<file path="config.mk">
export PLATFORM = sky130hd
export DESIGN_NAME = v3c_sample_stream_deframer_flat
export DESIGN_NICKNAME = d
export VERILOG_FILES = /design/src/sv/v3cdfr_pkg.sv /design/src/sv/v3cdfr_if.sv /design/src/sv/v3cdfr_parse_core.sv /design/src/sv/v3c_sample_stream_deframer.sv /design/src/flat_wrapper.sv
export SDC_FILE = /design/constraint.sdc
export NUM_CORES = 1
export LEC_CHECK = 0
export ABC_AREA = 1
export BUFFER_PORTS_ARGS = -buffer_cell sky130_fd_sc_hd__buf_2
export CAP_MARGIN = 20
export CORE_ASPECT_RATIO = 1.75
export CORE_MARGIN = 5
export CORE_UTILIZATION = 61
export DETAILED_ROUTE_END_ITERATION = 12
export PLACE_DENSITY = 0.92
export SLEW_MARGIN = 10
export SYNTH_ARGS = -nofsm -noshare
export SYNTH_HDL_FRONTEND = slang
export SYNTH_HIERARCHICAL = 1
export SYNTH_SLANG_ARGS = --single-unit
export TNS_END_PERCENT = 5
</file>
<file path="constraint.sdc">
create_clock -name clock -period 9.1 [get_ports clock]
set_clock_uncertainty 0.15 [all_clocks]
set_input_delay 0 -clock clock [delete_from_list [all_inputs] [get_ports clock]]
set_output_delay 0 -clock clock [all_outputs]
set_load 0.02 [all_outputs]
</file>
<file path="src/sv/v3cdfr_pkg.sv">
package v3cdfr_pkg;

   // Parser phases of the byte walk.
   typedef enum logic [2:0] {
      PH_FILE_HDR,
      PH_UNIT_SIZE,
      PH_UNIT_HDR,
      PH_NAL_PREC,
      PH_NAL_SIZE,
      PH_NAL_BODY,
      PH_SKIP,
      PH_WAIT
   } phase_type;

   typedef enum logic [1:0] {
      KIND_NAL,
      KIND_PSET,
      KIND_BAD_UNIT,
      KIND_BAD_NAL
   } record_kind_type;

   // V3C unit types the walk cares about.
   localparam logic [4:0] UT_VPS = 5'd0;
   localparam logic [4:0] UT_AD  = 5'd1;
   localparam logic [4:0] UT_GVD = 5'd3;
   localparam logic [4:0] UT_AVD = 5'd4;
   localparam logic [4:0] UT_PVD = 5'd5;
   localparam logic [4:0] UT_CAD = 5'd6;

   localparam int unsigned HDR_BYTES = 4;

   typedef struct packed {
      record_kind_type record_kind;
      logic [4:0]      unit_type;
      logic [31:0]     payload_offset;
      logic [31:0]     payload_size;
      logic [3:0]      pset_num;
      logic [5:0]      atlas_num;
      logic [3:0]      map_num;
      logic            aux_flag;
      logic [6:0]      attribute_index;
      logic [4:0]      partition_index;
   } record_type;

endpackage

</file>
<file path="src/sv/v3cdfr_if.sv">
interface v3cdfr_req_if;
   logic       valid;
   logic       ready;
   logic [7:0] byte_value;
   logic       last_byte;

   modport source (output valid, output byte_value, output last_byte, input ready);
   modport sink (input valid, input byte_value, input last_byte, output ready);
endinterface

interface v3cdfr_rsp_if;
   logic        valid;
   logic        ready;
   logic [1:0]  record_kind;
   logic [4:0]  unit_type;
   logic [31:0] payload_offset;
   logic [31:0] payload_size;
   logic [3:0]  pset_num;
   logic [5:0]  atlas_num;
   logic [3:0]  map_num;
   logic        aux_flag;
   logic [6:0]  attribute_index;
   logic [4:0]  partition_index;

   modport source (
      output valid, output record_kind, output unit_type, output payload_offset,
      output payload_size, output pset_num, output atlas_num, output map_num,
      output aux_flag, output attribute_index, output partition_index,
      input ready
   );
   modport sink (
      input valid, input record_kind, input unit_type, input payload_offset,
      input payload_size, input pset_num, input atlas_num, input map_num,
      input aux_flag, input attribute_index, input partition_index,
      output ready
   );
endinterface

</file>
<file path="src/sv/v3cdfr_parse_core.sv">
module v3cdfr_parse_core
   import v3cdfr_pkg::*;
#(
   parameter int OFFSET_BITS = 32
) (
   input  logic       clock,
   input  logic       reset,
   input  logic       step,
   input  logic [7:0] byte_value,
   input  logic       last_byte,
   output logic       rec_valid,
   output record_type rec
);

   phase_type                phase_ff, phase_in;
   logic [1:0]               usp_ff, usp_in;
   logic [2:0]               nsp_ff, nsp_in;
   logic [2:0]               fcount_ff, fcount_in;
   logic [31:0]              acc_ff, acc_in;
   logic [23:0]              unit_left_ff, unit_left_in;
   logic [31:0]              nal_left_ff, nal_left_in;
   logic [31:0]              hdr_ff, hdr_in;
   logic [OFFSET_BITS-1:0]   offset_ff, offset_in;

   logic [31:0]              acc_shift;
   logic [31:0]              hdr_shift;
   logic [2:0]               cnt_inc;
   logic [23:0]              unit_dec;
   logic [31:0]              nal_dec;
   logic [OFFSET_BITS-1:0]   offset_inc;
   logic [OFFSET_BITS+31:0]  here_wide;
   logic [OFFSET_BITS+31:0]  next_wide;
   logic                     unit_prec_ok;
   logic                     nal_prec_ok;
   logic                     in_unit;
   record_type               hd;

   assign acc_shift    = {acc_ff[23:0], byte_value};
   assign hdr_shift    = {hdr_ff[23:0], byte_value};
   assign cnt_inc      = fcount_ff + 3'd1;
   assign unit_dec     = unit_left_ff - 24'd1;
   assign nal_dec      = nal_left_ff - 32'd1;
   assign offset_inc   = offset_ff + {{(OFFSET_BITS-1){1'b0}}, 1'b1};
   assign here_wide    = {32'd0, offset_ff};
   assign next_wide    = {32'd0, offset_inc};
   assign unit_prec_ok = (byte_value[7:5] == 3'd1) || (byte_value[7:5] == 3'd2);
   assign nal_prec_ok  = (byte_value[7:5] != 3'd0) && (byte_value[7:5] <= 3'd3);

   // Header field decode from the held four header bytes.
   always_comb begin
      hd           = '0;
      hd.unit_type = hdr_ff[31:27];
      if (hd.unit_type >= UT_AD && hd.unit_type <= UT_CAD) begin
         hd.pset_num = {hdr_ff[26:24], hdr_ff[23]};
      end
      if (hd.unit_type >= UT_AD && hd.unit_type <= UT_PVD) begin
         hd.atlas_num = hdr_ff[22:17];
      end
      if (hd.unit_type == UT_GVD) begin
         hd.map_num  = {hdr_ff[16], hdr_ff[15:13]};
         hd.aux_flag = hdr_ff[12];
      end else if (hd.unit_type == UT_AVD) begin
         hd.attribute_index = {hdr_ff[16], hdr_ff[15:10]};
         hd.partition_index = {hdr_ff[9:8], hdr_ff[7:5]};
         hd.map_num         = hdr_ff[4:1];
         hd.aux_flag        = hdr_ff[0];
      end
   end

   // Next state.
   always_comb begin
      phase_in     = phase_ff;
      usp_in       = usp_ff;
      nsp_in       = nsp_ff;
      fcount_in    = fcount_ff;
      acc_in       = acc_ff;
      unit_left_in = unit_left_ff;
      nal_left_in  = nal_left_ff;
      hdr_in       = hdr_ff;
      offset_in    = offset_ff;
      in_unit      = 1'b0;
      if (step) begin
         case (phase_ff)
            PH_FILE_HDR: begin
               if (unit_prec_ok) begin
                  usp_in    = byte_value[6:5] + 2'd1;
                  phase_in  = PH_UNIT_SIZE;
                  fcount_in = '0;
                  acc_in    = '0;
               end else if (!last_byte) begin
                  phase_in = PH_WAIT;
               end
            end
            PH_UNIT_SIZE: begin
               acc_in    = acc_shift;
               fcount_in = cnt_inc;
               if (cnt_inc >= {1'b0, usp_ff}) begin
                  unit_left_in = acc_shift[23:0];
                  fcount_in    = '0;
                  acc_in       = '0;
                  if (acc_shift[23:0] != 24'd0) begin
                     phase_in = PH_UNIT_HDR;
                     hdr_in   = '0;
                  end
               end
            end
            PH_UNIT_HDR: begin
               in_unit      = 1'b1;
               hdr_in       = hdr_shift;
               fcount_in    = cnt_inc;
               unit_left_in = unit_dec;
               if (cnt_inc == 3'd1 && byte_value[7:3] == UT_VPS) begin
                  fcount_in = '0;
                  phase_in  = PH_SKIP;
               end else if (cnt_inc >= 3'(HDR_BYTES)) begin
                  fcount_in = '0;
                  acc_in    = '0;
                  if (hdr_shift[31:27] == UT_AD || hdr_shift[31:27] == UT_CAD) begin
                     phase_in = PH_NAL_PREC;
                  end else begin
                     nsp_in   = 3'(HDR_BYTES);
                     phase_in = PH_NAL_SIZE;
                  end
               end
            end
            PH_NAL_PREC: begin
               in_unit      = 1'b1;
               unit_left_in = unit_dec;
               if (nal_prec_ok) begin
                  nsp_in   = byte_value[7:5] + 3'd1;
                  phase_in = PH_NAL_SIZE;
               end else if (unit_dec != 24'd0) begin
                  phase_in = PH_WAIT;
                  in_unit  = 1'b0;
               end
            end
            PH_NAL_SIZE: begin
               in_unit      = 1'b1;
               unit_left_in = unit_dec;
               acc_in       = acc_shift;
               fcount_in    = cnt_inc;
               if (cnt_inc >= nsp_ff) begin
                  nal_left_in = acc_shift;
                  fcount_in   = '0;
                  acc_in      = '0;
                  if (acc_shift != 32'd0) begin
                     phase_in = PH_NAL_BODY;
                  end
               end
            end
            PH_NAL_BODY: begin
               in_unit      = 1'b1;
               unit_left_in = unit_dec;
               nal_left_in  = nal_dec;
               if (nal_dec == 32'd0) begin
                  phase_in = PH_NAL_SIZE;
               end
            end
            PH_SKIP: begin
               in_unit      = 1'b1;
               unit_left_in = unit_dec;
            end
            default: begin
            end
         endcase

         // Unit end returns the walk to the next unit size field.
         if (in_unit && unit_left_in == 24'd0) begin
            phase_in  = PH_UNIT_SIZE;
            fcount_in = '0;
            acc_in    = '0;
         end

         offset_in = offset_inc;

         if (last_byte) begin
            phase_in     = PH_FILE_HDR;
            usp_in       = '0;
            nsp_in       = '0;
            fcount_in    = '0;
            acc_in       = '0;
            unit_left_in = '0;
            nal_left_in  = '0;
            hdr_in       = '0;
            offset_in    = '0;
         end
      end
   end

   // Record output.
   always_comb begin
      rec_valid = 1'b0;
      rec       = '0;
      case (phase_ff)
         PH_FILE_HDR: begin
            if (!unit_prec_ok && !last_byte) begin
               rec_valid          = 1'b1;
               rec.record_kind    = KIND_BAD_UNIT;
               rec.payload_offset = here_wide[31:0];
            end
         end
         PH_UNIT_HDR: begin
            if (cnt_inc == 3'd1 && byte_value[7:3] == UT_VPS) begin
               rec_valid          = 1'b1;
               rec.record_kind    = KIND_PSET;
               rec.payload_offset = here_wide[31:0];
               rec.payload_size   = {8'd0, unit_left_ff};
            end
         end
         PH_NAL_PREC: begin
            if (!nal_prec_ok && unit_dec != 24'd0) begin
               rec_valid          = 1'b1;
               rec                = hd;
               rec.record_kind    = KIND_BAD_NAL;
               rec.payload_offset = here_wide[31:0];
               rec.payload_size   = '0;
            end
         end
         PH_NAL_SIZE: begin
            if (cnt_inc >= nsp_ff) begin
               rec_valid          = 1'b1;
               rec                = hd;
               rec.record_kind    = KIND_NAL;
               rec.payload_offset = next_wide[31:0];
               rec.payload_size   = acc_shift;
            end
         end
         default: begin
         end
      endcase
      rec_valid = rec_valid && step;
   end

   always_ff @(posedge clock) begin
      if (reset) begin
         phase_ff     <= PH_FILE_HDR;
         usp_ff       <= '0;
         nsp_ff       <= '0;
         fcount_ff    <= '0;
         acc_ff       <= '0;
         unit_left_ff <= '0;
         nal_left_ff  <= '0;
         hdr_ff       <= '0;
         offset_ff    <= '0;
      end else begin
         phase_ff     <= phase_in;
         usp_ff       <= usp_in;
         nsp_ff       <= nsp_in;
         fcount_ff    <= fcount_in;
         acc_ff       <= acc_in;
         unit_left_ff <= unit_left_in;
         nal_left_ff  <= nal_left_in;
         hdr_ff       <= hdr_in;
         offset_ff    <= offset_in;
      end
   end

endmodule

</file>
<file path="src/sv/v3c_sample_stream_deframer.sv">
// V3C sample stream deframer.
//
// req carries the file one byte per transfer (byte_value) with last_byte
// marking the final byte of a file. rsp carries one record per NAL unit,
// per parameter-set unit, or per bad size-precision byte. Most bytes give
// no record.
//
// Timing: a byte transfer lands in the input register; the parser then runs
// on the held byte and loads its record into the record register once that
// register is free, and the record is valid on rsp from there. One byte per
// cycle sustained while rsp is ready; the parse state update on the
// registered byte sets that figure.
//
// Stall: while a record waits on rsp, hold every byte in the input register,
// whether it gives a record or not. An empty input register still takes one
// more byte; then req drops ready until the waiting record is taken.
//
// Reset clears both registers and the parse state: the block then expects
// a file header byte at offset 0. A byte with last_byte resets the parse state alike.
module v3c_sample_stream_deframer
   import v3cdfr_pkg::*;
#(
   parameter int OFFSET_BITS = 32
) (
   input logic          clock,
   input logic          reset,
   v3cdfr_req_if.sink   req,
   v3cdfr_rsp_if.source rsp
);

   // Input register.
   logic       s1_valid_ff, s1_valid_in;
   logic [7:0] s1_byte_ff;
   logic       s1_last_ff;

   // Record register.
   logic       rsp_valid_ff, rsp_valid_in;
   record_type rsp_rec_ff;

   logic       out_free;
   logic       step;
   logic       req_accept;
   logic       rec_valid;
   record_type rec;

   // Record register can load when empty or being drained this cycle.
   assign out_free   = !rsp_valid_ff || rsp.ready;
   // Parse the held byte only when its possible record has a place to go.
   assign step       = s1_valid_ff && out_free;
   assign req.ready  = !s1_valid_ff || out_free;
   assign req_accept = req.valid && req.ready;

   always_comb begin
      s1_valid_in = s1_valid_ff;
      if (req_accept) begin
         s1_valid_in = 1'b1;
      end else if (step) begin
         s1_valid_in = 1'b0;
      end
   end

   always_comb begin
      rsp_valid_in = rsp_valid_ff;
      if (out_free) begin
         rsp_valid_in = rec_valid;
      end
   end

   v3cdfr_parse_core #(
      .OFFSET_BITS(OFFSET_BITS)
   ) u_core (
      .clock      (clock),
      .reset      (reset),
      .step       (step),
      .byte_value (s1_byte_ff),
      .last_byte  (s1_last_ff),
      .rec_valid  (rec_valid),
      .rec        (rec)
   );

   always_ff @(posedge clock) begin
      if (reset) begin
         s1_valid_ff  <= 1'b0;
         rsp_valid_ff <= 1'b0;
      end else begin
         s1_valid_ff  <= s1_valid_in;
         rsp_valid_ff <= rsp_valid_in;
      end
   end

   // Payload registers: load on transfer, hold otherwise.
   always_ff @(posedge clock) begin
      if (req_accept) begin
         s1_byte_ff <= req.byte_value;
         s1_last_ff <= req.last_byte;
      end
      if (out_free && rec_valid) begin
         rsp_rec_ff <= rec;
      end
   end

   assign rsp.valid           = rsp_valid_ff;
   assign rsp.record_kind     = rsp_rec_ff.record_kind;
   assign rsp.unit_type       = rsp_rec_ff.unit_type;
   assign rsp.payload_offset  = rsp_rec_ff.payload_offset;
   assign rsp.payload_size    = rsp_rec_ff.payload_size;
   assign rsp.pset_num        = rsp_rec_ff.pset_num;
   assign rsp.atlas_num       = rsp_rec_ff.atlas_num;
   assign rsp.map_num         = rsp_rec_ff.map_num;
   assign rsp.aux_flag        = rsp_rec_ff.aux_flag;
   assign rsp.attribute_index = rsp_rec_ff.attribute_index;
   assign rsp.partition_index = rsp_rec_ff.partition_index;

endmodule

</file>
<file path="src/flat_wrapper.sv">
// flat-port wrapper written by rule: the top's interface ports become plain ports
module v3c_sample_stream_deframer_flat import v3cdfr_pkg::*;
#(
   parameter int OFFSET_BITS = 32
)
  (clock, reset, req_valid, req_byte_value, req_last_byte, req_ready, rsp_valid, rsp_record_kind, rsp_unit_type, rsp_payload_offset, rsp_payload_size, rsp_pset_num, rsp_atlas_num, rsp_map_num, rsp_aux_flag, rsp_attribute_index, rsp_partition_index, rsp_ready);
  v3cdfr_req_if req_i ();
  v3cdfr_rsp_if rsp_i ();
  input logic clock;
  input logic reset;
  input wire logic [$bits(req_i.valid)-1:0] req_valid;
  input wire logic [$bits(req_i.byte_value)-1:0] req_byte_value;
  input wire logic [$bits(req_i.last_byte)-1:0] req_last_byte;
  output wire logic [$bits(req_i.ready)-1:0] req_ready;
  output wire logic [$bits(rsp_i.valid)-1:0] rsp_valid;
  output wire logic [$bits(rsp_i.record_kind)-1:0] rsp_record_kind;
  output wire logic [$bits(rsp_i.unit_type)-1:0] rsp_unit_type;
  output wire logic [$bits(rsp_i.payload_offset)-1:0] rsp_payload_offset;
  output wire logic [$bits(rsp_i.payload_size)-1:0] rsp_payload_size;
  output wire logic [$bits(rsp_i.pset_num)-1:0] rsp_pset_num;
  output wire logic [$bits(rsp_i.atlas_num)-1:0] rsp_atlas_num;
  output wire logic [$bits(rsp_i.map_num)-1:0] rsp_map_num;
  output wire logic [$bits(rsp_i.aux_flag)-1:0] rsp_aux_flag;
  output wire logic [$bits(rsp_i.attribute_index)-1:0] rsp_attribute_index;
  output wire logic [$bits(rsp_i.partition_index)-1:0] rsp_partition_index;
  input wire logic [$bits(rsp_i.ready)-1:0] rsp_ready;
  assign req_i.valid = req_valid;
  assign req_i.byte_value = req_byte_value;
  assign req_i.last_byte = req_last_byte;
  assign req_ready = req_i.ready;
  assign rsp_valid = rsp_i.valid;
  assign rsp_record_kind = rsp_i.record_kind;
  assign rsp_unit_type = rsp_i.unit_type;
  assign rsp_payload_offset = rsp_i.payload_offset;
  assign rsp_payload_size = rsp_i.payload_size;
  assign rsp_pset_num = rsp_i.pset_num;
  assign rsp_atlas_num = rsp_i.atlas_num;
  assign rsp_map_num = rsp_i.map_num;
  assign rsp_aux_flag = rsp_i.aux_flag;
  assign rsp_attribute_index = rsp_i.attribute_index;
  assign rsp_partition_index = rsp_i.partition_index;
  assign rsp_i.ready = rsp_ready;
  v3c_sample_stream_deframer #(.OFFSET_BITS(OFFSET_BITS)) u_core (.clock(clock), .reset(reset), .req(req_i), .rsp(rsp_i));
endmodule
</file>
# Word level (Yosys, flattened, before mapping)
# Index checks and enable logic that the tools add are counted.
# totals
reg_bits	264
inputBits	13
output_inout_bits	100
wordCells	189
# op_classes
add_sub_neg	6
order_cmp	7
eq_ne	30
n_mux	78
n_reduce_logical	45
# ops
cell	n
two-way mux 24 bit	10
two-way mux 32 bit	7
case mux 32 bit (2 select lines)	2
case mux 32 bit (4 select lines)	1
two-way mux 98 bit	1
two-way mux 96 bit	1
case mux 24 bit (4 select lines)	1
case mux 32 bit (3 select lines)	1
two-way mux 3 bit	25
two-way mux 64 bit	1
case mux 27 bit (2 select lines)	1
case mux 24 bit (2 select lines)	1
nonzero test 24 bit	2
adder 32 x 1 -> 32 bit, second input constant	1
logical NOT 32 bit	1
!= test 4 x 3 -> 1 bit, second input constant	8
nonzero test 32 bit	1
subtractor 32 x 1 -> 32 bit, second input constant	1
logical NOT 24 bit	1
subtractor 24 x 1 -> 24 bit, second input constant	1
!= test 3 x 2 -> 1 bit, second input constant	7
case mux 3 bit (6 select lines)	1
two-way mux 17 bit	1
two-way mux 12 bit	1
42 further kinds	88

# Longest topological paths before layout
# logic_depth
depth_word	9
mapped_depth	24
mapped_depth_nobuf	23

# Modules after synthesis
# Netlist, hierarchy kept.
# by_module_without_submodules
module	instances	cells_per_inst	area_per_inst_um2	seq_area_each_um2
v3cdfr_parse_core	1	1838	11056.9	3103.0
v3c_sample_stream_deframer	1	123	3326.9	3253.1

# Worst setup path before layout
# Ideal clock, no wire load.
# synth_timing
kind	reg2reg
from	register u_core.u_core.fcount_ff[0]
to	register u_core.rsp_rec_ff (netlist bit u_core/rsp.atlas_num[0]), enable pin
setup_time_ns	0.559
arrival_ns	6.143
required_time_ns	8.391
path_slack_ns	2.249
path_stages_with_launch	17
n_path_buf	1
synth_period_minus_slack_ns	6.851
path_cell_list	dfxtp_1 > ha_1 > inv_1 > nand2_1 > nand2_4 > ha_1 > nand2_1 > nor2_1 > a211oi_1 > nand2_1 > nand2_1 > inv_1 > clkbuf_1 > o21ai_0 > inv_1 > inv_1 > nor2_1
# synth_between
elab_chain_len	7
word_cells_on_any_way	9
classes_between	add/sub (1); order compare (1); eq/ne (1); mux (3); reduce/logical (3)
# synth_rtl
element	line_no	source
start, declared	v3cdfr_parse_core.sv:18	logic [2:0] fcount_ff, fcount_in;
start signal, assigned	v3cdfr_parse_core.sv:249	fcount_ff <= fcount_in;
adder 3 x 1 -> 3 bit (*)	v3cdfr_parse_core.sv:40	assign cnt_inc = fcount_ff + 3'd1;
branches (longest 3 deep; another with greater-or-equal comparator 3 bit)	--	
case mux 1 bit (4 select lines) (*)	v3cdfr_parse_core.sv:194	case (phase_ff)
logical AND 1 bit (*)	v3cdfr_parse_core.sv:231	rec_valid = rec_valid && step;
net u_core.rec_valid	v3c_sample_stream_deframer.sv:43	logic rec_valid;
logical AND 1 bit (*)	v3c_sample_stream_deframer.sv:97	if (out_free && rec_valid) begin
end signal, assigned	v3c_sample_stream_deframer.sv:98	rsp_rec_ff <= rec;
end, declared	v3c_sample_stream_deframer.sv:38	record_type rsp_rec_ff;
# Mark *: on every way through the listed nets, which the timed path passes.
# A chain may end at the register's enable or synchronous reset.

# Final worst setup path
# layout_timing
from	register u_core.s1_byte_ff[6]
to	register u_core.rsp_rec_ff (netlist bit u_core/rsp.payload_size[8]), enable pin
# layout_between
elab_chain_len	8
word_cells_on_any_way	18
classes_between	order compare (1); eq/ne (2); mux (4); reduce/logical (11)
# layout_rtl
element	line_no	source
start, declared	v3c_sample_stream_deframer.sv:33	logic [7:0] s1_byte_ff;
start signal, assigned	v3c_sample_stream_deframer.sv:94	s1_byte_ff <= req.byte_value;
less-or-equal comparator 3 x 2 -> 1 bit (tied with other cells)	v3cdfr_parse_core.sv:47	assign nal_prec_ok = (byte_value[7:5] != 3'd0) && (byte_value[7:5] <= 3'd3);
logical AND 1 bit or logical OR 1 bit (tied branches)	v3cdfr_parse_core.sv:47, v3cdfr_parse_core.sv:46	
logical NOT 1 bit, on equally long branches	v3cdfr_parse_core.sv:211, v3cdfr_parse_core.sv:196	
logical AND 1 bit, on equally long branches	v3cdfr_parse_core.sv:211, v3cdfr_parse_core.sv:196	
two-way mux 1 bit, on equally long branches	v3cdfr_parse_core.sv:211, v3cdfr_parse_core.sv:196	
case mux 1 bit (4 select lines) (*)	v3cdfr_parse_core.sv:194	
logical AND 1 bit (*)	v3cdfr_parse_core.sv:231	
net u_core.rec_valid	v3c_sample_stream_deframer.sv:43	
logical AND 1 bit (*)	v3c_sample_stream_deframer.sv:97	
# Mark *: on every way through the listed nets, which the timed path passes. The rest lies on a longest branch.

==> summary.txt <==
Critical path
  • Cell count along the critical path: 13
  • CP bufs+invs: 5
  • Critical Path Slowest Stage Cell: buf_4
  • Crit Path Max Fanout: 70
  • Critical Path AT: 4.87 ns
  • Setup crit end kind: flop
  • Worst R2R Path Depth: 13
  • FF-to-FF End: u_core/rsp.payload_size[8]$_DFFE_PP_
  • Delay-heaviest family, CP: buffers and inverters
  • Reg2Reg Setup Slack: 4.25 ns
  • Reg2reg start: u_core/s1_byte_ff[6]$_DFFE_PP_
  • Crit path cell chain: inv_1 > ha_1 > nand2_1 > nor2_1 > nand2_1 > nor2_1 > clkinv_1 > nand3_2 > o21ai_0 > inv_1 > inv_1 > nor2_4 > buf_4
  • Worst path max stage delay: 0.80 ns
  • Startpoint types: flop
  • Crit-path most repeated cell: inv_1
  • WP data required: approximately 9.1 ns
  • Setup CP Type: reg -> reg

Pwr
  • Leakage: between 6 and 7 nW
  • VDD IR max: around 160 µV
  • PwrDens: 185 nW/µm²
  • Final Power: 0.00295 W

Yosys
  • Syn Inst Count: 1961
  • Synth Flop Type: dfxtp_1
  • Fraction of registers with async set or reset after synthesis: 0
  • #FFs+latches synth: around 260
  • Synth cell types: 46
  • Count leader, synth: nand2_1
  • Sequential fraction of the synthesis area: 0.442
  • Post-synth top area share: 0.223
  • Synth Net Count: 1991
  • Post-synth EDFFs: 107
  • Main area contributors after synthesis: edfxtp_1 (22%), dfxtp_1 (22%), nand2_1 (11%)
  • Top post-synthesis cells by count: nand2_1 (429), nor2_1 (298), inv_1 (192)
  • Synth warnings: 6
  • Syn Area/Cell: 7.33 µm²
  • Post-synth top area cell: edfxtp_1
  • Netlist Area Pre-Place: 14400 µm²

CTS
  • Clk Latency, worst-skew pair: 0.55 ns
  • Total CTS buffers: 24
  • Setup Buffers After CTS: 0
  • Post_cts resized: 0
  • Total clock sinks: 264
  • CTS Hold Bufs: 13
  • Worst-path clk slew: around 0.07 ns
  • H-tree depth: 1
  • CTS tree: built
  • Root Driver: clkbuf_16
  • Clock buffer depth: 3

Die
  • Die width: 126 µm
  • Rows: 74
  • Initial Utilization: 0.616
  • Die area: 26900 µm²
  • Core Area: about 23000 µm²
  • DIE HEIGHT: approximately 210 µm
  • Num ports: 113

STA
  • RSZ-0062 raised after global routing: false
  • Crit share post-route: 0.533
  • Post-layout min period: between 4 and 5 ns
  • WHS: 0.0218 ns
  • Hold Fails Final Rpt: 0
  • Setup Total Neg Slack: 0 ns
  • Normalized max-slew margin: 0.391
  • Worst-Margin Slew: 0.908 ns
  • Max Freq: about 210 MHz
  • Final setup violation count: 0
  • Slew Limit Fails: 0

Hold path
  • Worst Hold End: u_core/s1_last_ff$_DFFE_PP_
  • Hold Path Origin: req_last_byte
  • Hold path cells: 2
  • Worst Hold Class: in -> reg

Finish
  • Fill cells: 1931
  • Fin nets: 2074
  • Ant. Diodes: 0
  • Layout cells sized above 1: 0.106
  • Area grow syn2layout: 11.3%

Global routing
  • Global-route wire length before repair: ~69000 µm
  • Total GRT Usage: 0.318
  • Antenna violations before repair: 0
  • Vias in the first global route: 13444
  • Remaining Overflow, GRT: 0
  • Largest net degree at the start of global routing: between 70 and 80

Route
  • Number of nets with antenna violations after routing: 0
  • First-pass DRT Iterations: 6
  • DR iter-0 viols: 1643
  • Vias: 14188
  • Post-Route WL: 44200 µm
  • Residual DRC count: 0
  • WL/cell: 18.7 µm
  • Drt via density: 6.00

Placed design
  • # port buffers: 112
  • Placer Congestion: 1.01
  • HPWL Detailed: 31200 µm

Run
  • Max-cap violations: 0

Run status
  • Status: complete, no violations
[cell families after synthesis]
logic type,count (synthesis),share of synthesized area
xor gates and xnor gates,36,0.0219
DFF,264,0.442
AOI/OAI and AO/OA,331,0.130
and+or+nand+nor,1023,0.311
buffers and inverters,290,0.0801
adders and majority gates,17,0.0148
[how the worst max path moves through the flow]
stage                                                  from                                 endpoint  slack [ns]
finish                       u_core/s1_byte_ff[6]$_DFFE_PP_     u_core/rsp.payload_size[8]$_DFFE_PP_        4.25
detailed placement           u_core/s1_byte_ff[5]$_DFFE_PP_     u_core/rsp.payload_size[8]$_DFFE_PP_        4.35
global placement             u_core/s1_byte_ff[5]$_DFFE_PP_    u_core/rsp.payload_size[10]$_DFFE_PP_        4.48
global route                 u_core/s1_byte_ff[5]$_DFFE_PP_  u_core/rsp.attribute_index[0]$_DFFE_PP_        3.88
CTS                          u_core/s1_byte_ff[5]$_DFFE_PP_     u_core/rsp.payload_size[8]$_DFFE_PP_        4.33
floorplan           u_core/u_core/fcount_ff[0]$_SDFFE_PP0P_        u_core/rsp.atlas_num[0]$_DFFE_PP_        2.25
[worst register-to-register path: cells and delay by family, from the launching register on]
family | cells | cell delay [ns]
and+or+nand+nor | 6 | 1.51
adders and majority gates | 1 | 0.21
buffers and inverters | 5 | 2.00
AOI/OAI and AO/OA | 1 | 0.11
DFF | 1 | 0.46
[final cells by class]
cell class                 count  area, µm²  area share
sequential                   264       6360       0.397
multi-input combinational   1407       6890       0.431
inverter                     207        779      0.0487
timing repair buffer         140        813      0.0508
clock inverter                15        148     0.00922
tap                          304        380      0.0238
clock buffer                  29        641      0.0400
[where the power goes]
| group | switching (W) | total, W | internal, W | leakage [nW] |
|---|---|---|---|---|
| Clock | 0.000466 | 0.00103 | 0.000567 | 0.383 |
| Sequential | 0.0000375 | 0.00131 | 0.00128 | 2.28 |
| Combinational | 0.000430 | 0.000607 | 0.000177 | 3.58 |
[state kept, by name, summed over array words and instances, names as in the netlist, 3 cells and up]
signal and count:
u_core/rsp.payload_offset 32, u_core/rsp.payload_size 32, u_core/u_core/hdr_ff 32, u_core/u_core/nal_left_ff 32, u_core/u_core/offset_ff 32, u_core/u_core/acc_ff 24
u_core/u_core/unit_left_ff 24, u_core/s1_byte_ff 8, u_core/rsp.attribute_index 7, u_core/rsp.atlas_num 6, u_core/rsp.partition_index 5, u_core/rsp.unit_type 5
u_core/rsp.map_num 4, u_core/rsp.pset_num 4, u_core/u_core/fcount_ff 3, u_core/u_core/nsp_ff 3, u_core/u_core/phase_ff 3
[per-layer routing]
layer,up-vias,GRT usage,wire (µm)
met5,-,0,0
met4,0,0.251,3840
met3,233,0.0516,3270
met2,793,0.562,22000
met1,6475,0.334,15100
li1,6687,-,-
[cells in the final DEF, fill, tap and decap left out, types with 9 or more instances in the layout]
cell | synthesis | layout
nand4_1 | 30 | 30
nand2_1 | 429 | 429
buf_4 | 0 | 15
nor2_2 | 6 | 9
clkinv_1 | 5 | 9
nand3_1 | 172 | 172
o211ai_1 | 16 | 16
o22ai_1 | 45 | 45
ha_1 | 17 | 17
buf_2 | 7 | 111
clkbuf_16 | 0 | 25
nor4_1 | 15 | 15
a21oi_1 | 134 | 134
xor2_1 | 33 | 33
dlygate4sd3_1 | 0 | 13
o21ai_0 | 93 | 93
inv_2 | 9 | 9
nor2_1 | 298 | 294
inv_1 | 192 | 192
nor3b_1 | 16 | 16
nor3_1 | 22 | 22
a211oi_1 | 18 | 18
dfxtp_1 | 157 | 157
edfxtp_1 | 107 | 107
[metrics by stage]
step                cell area, µm²  setup WS [ns]  std cells   util
floorplan                    14400           2.25       1961      -
global placement             15100           4.48       2308  0.646
detailed placement           15100           4.35       2309  0.647
CTS                          16000           4.33       2366  0.686
global route                 16000           3.88       2366  0.686
finish                       16000           4.25       2366  0.686
Note: power is estimated with default switching activity, not from simulation.
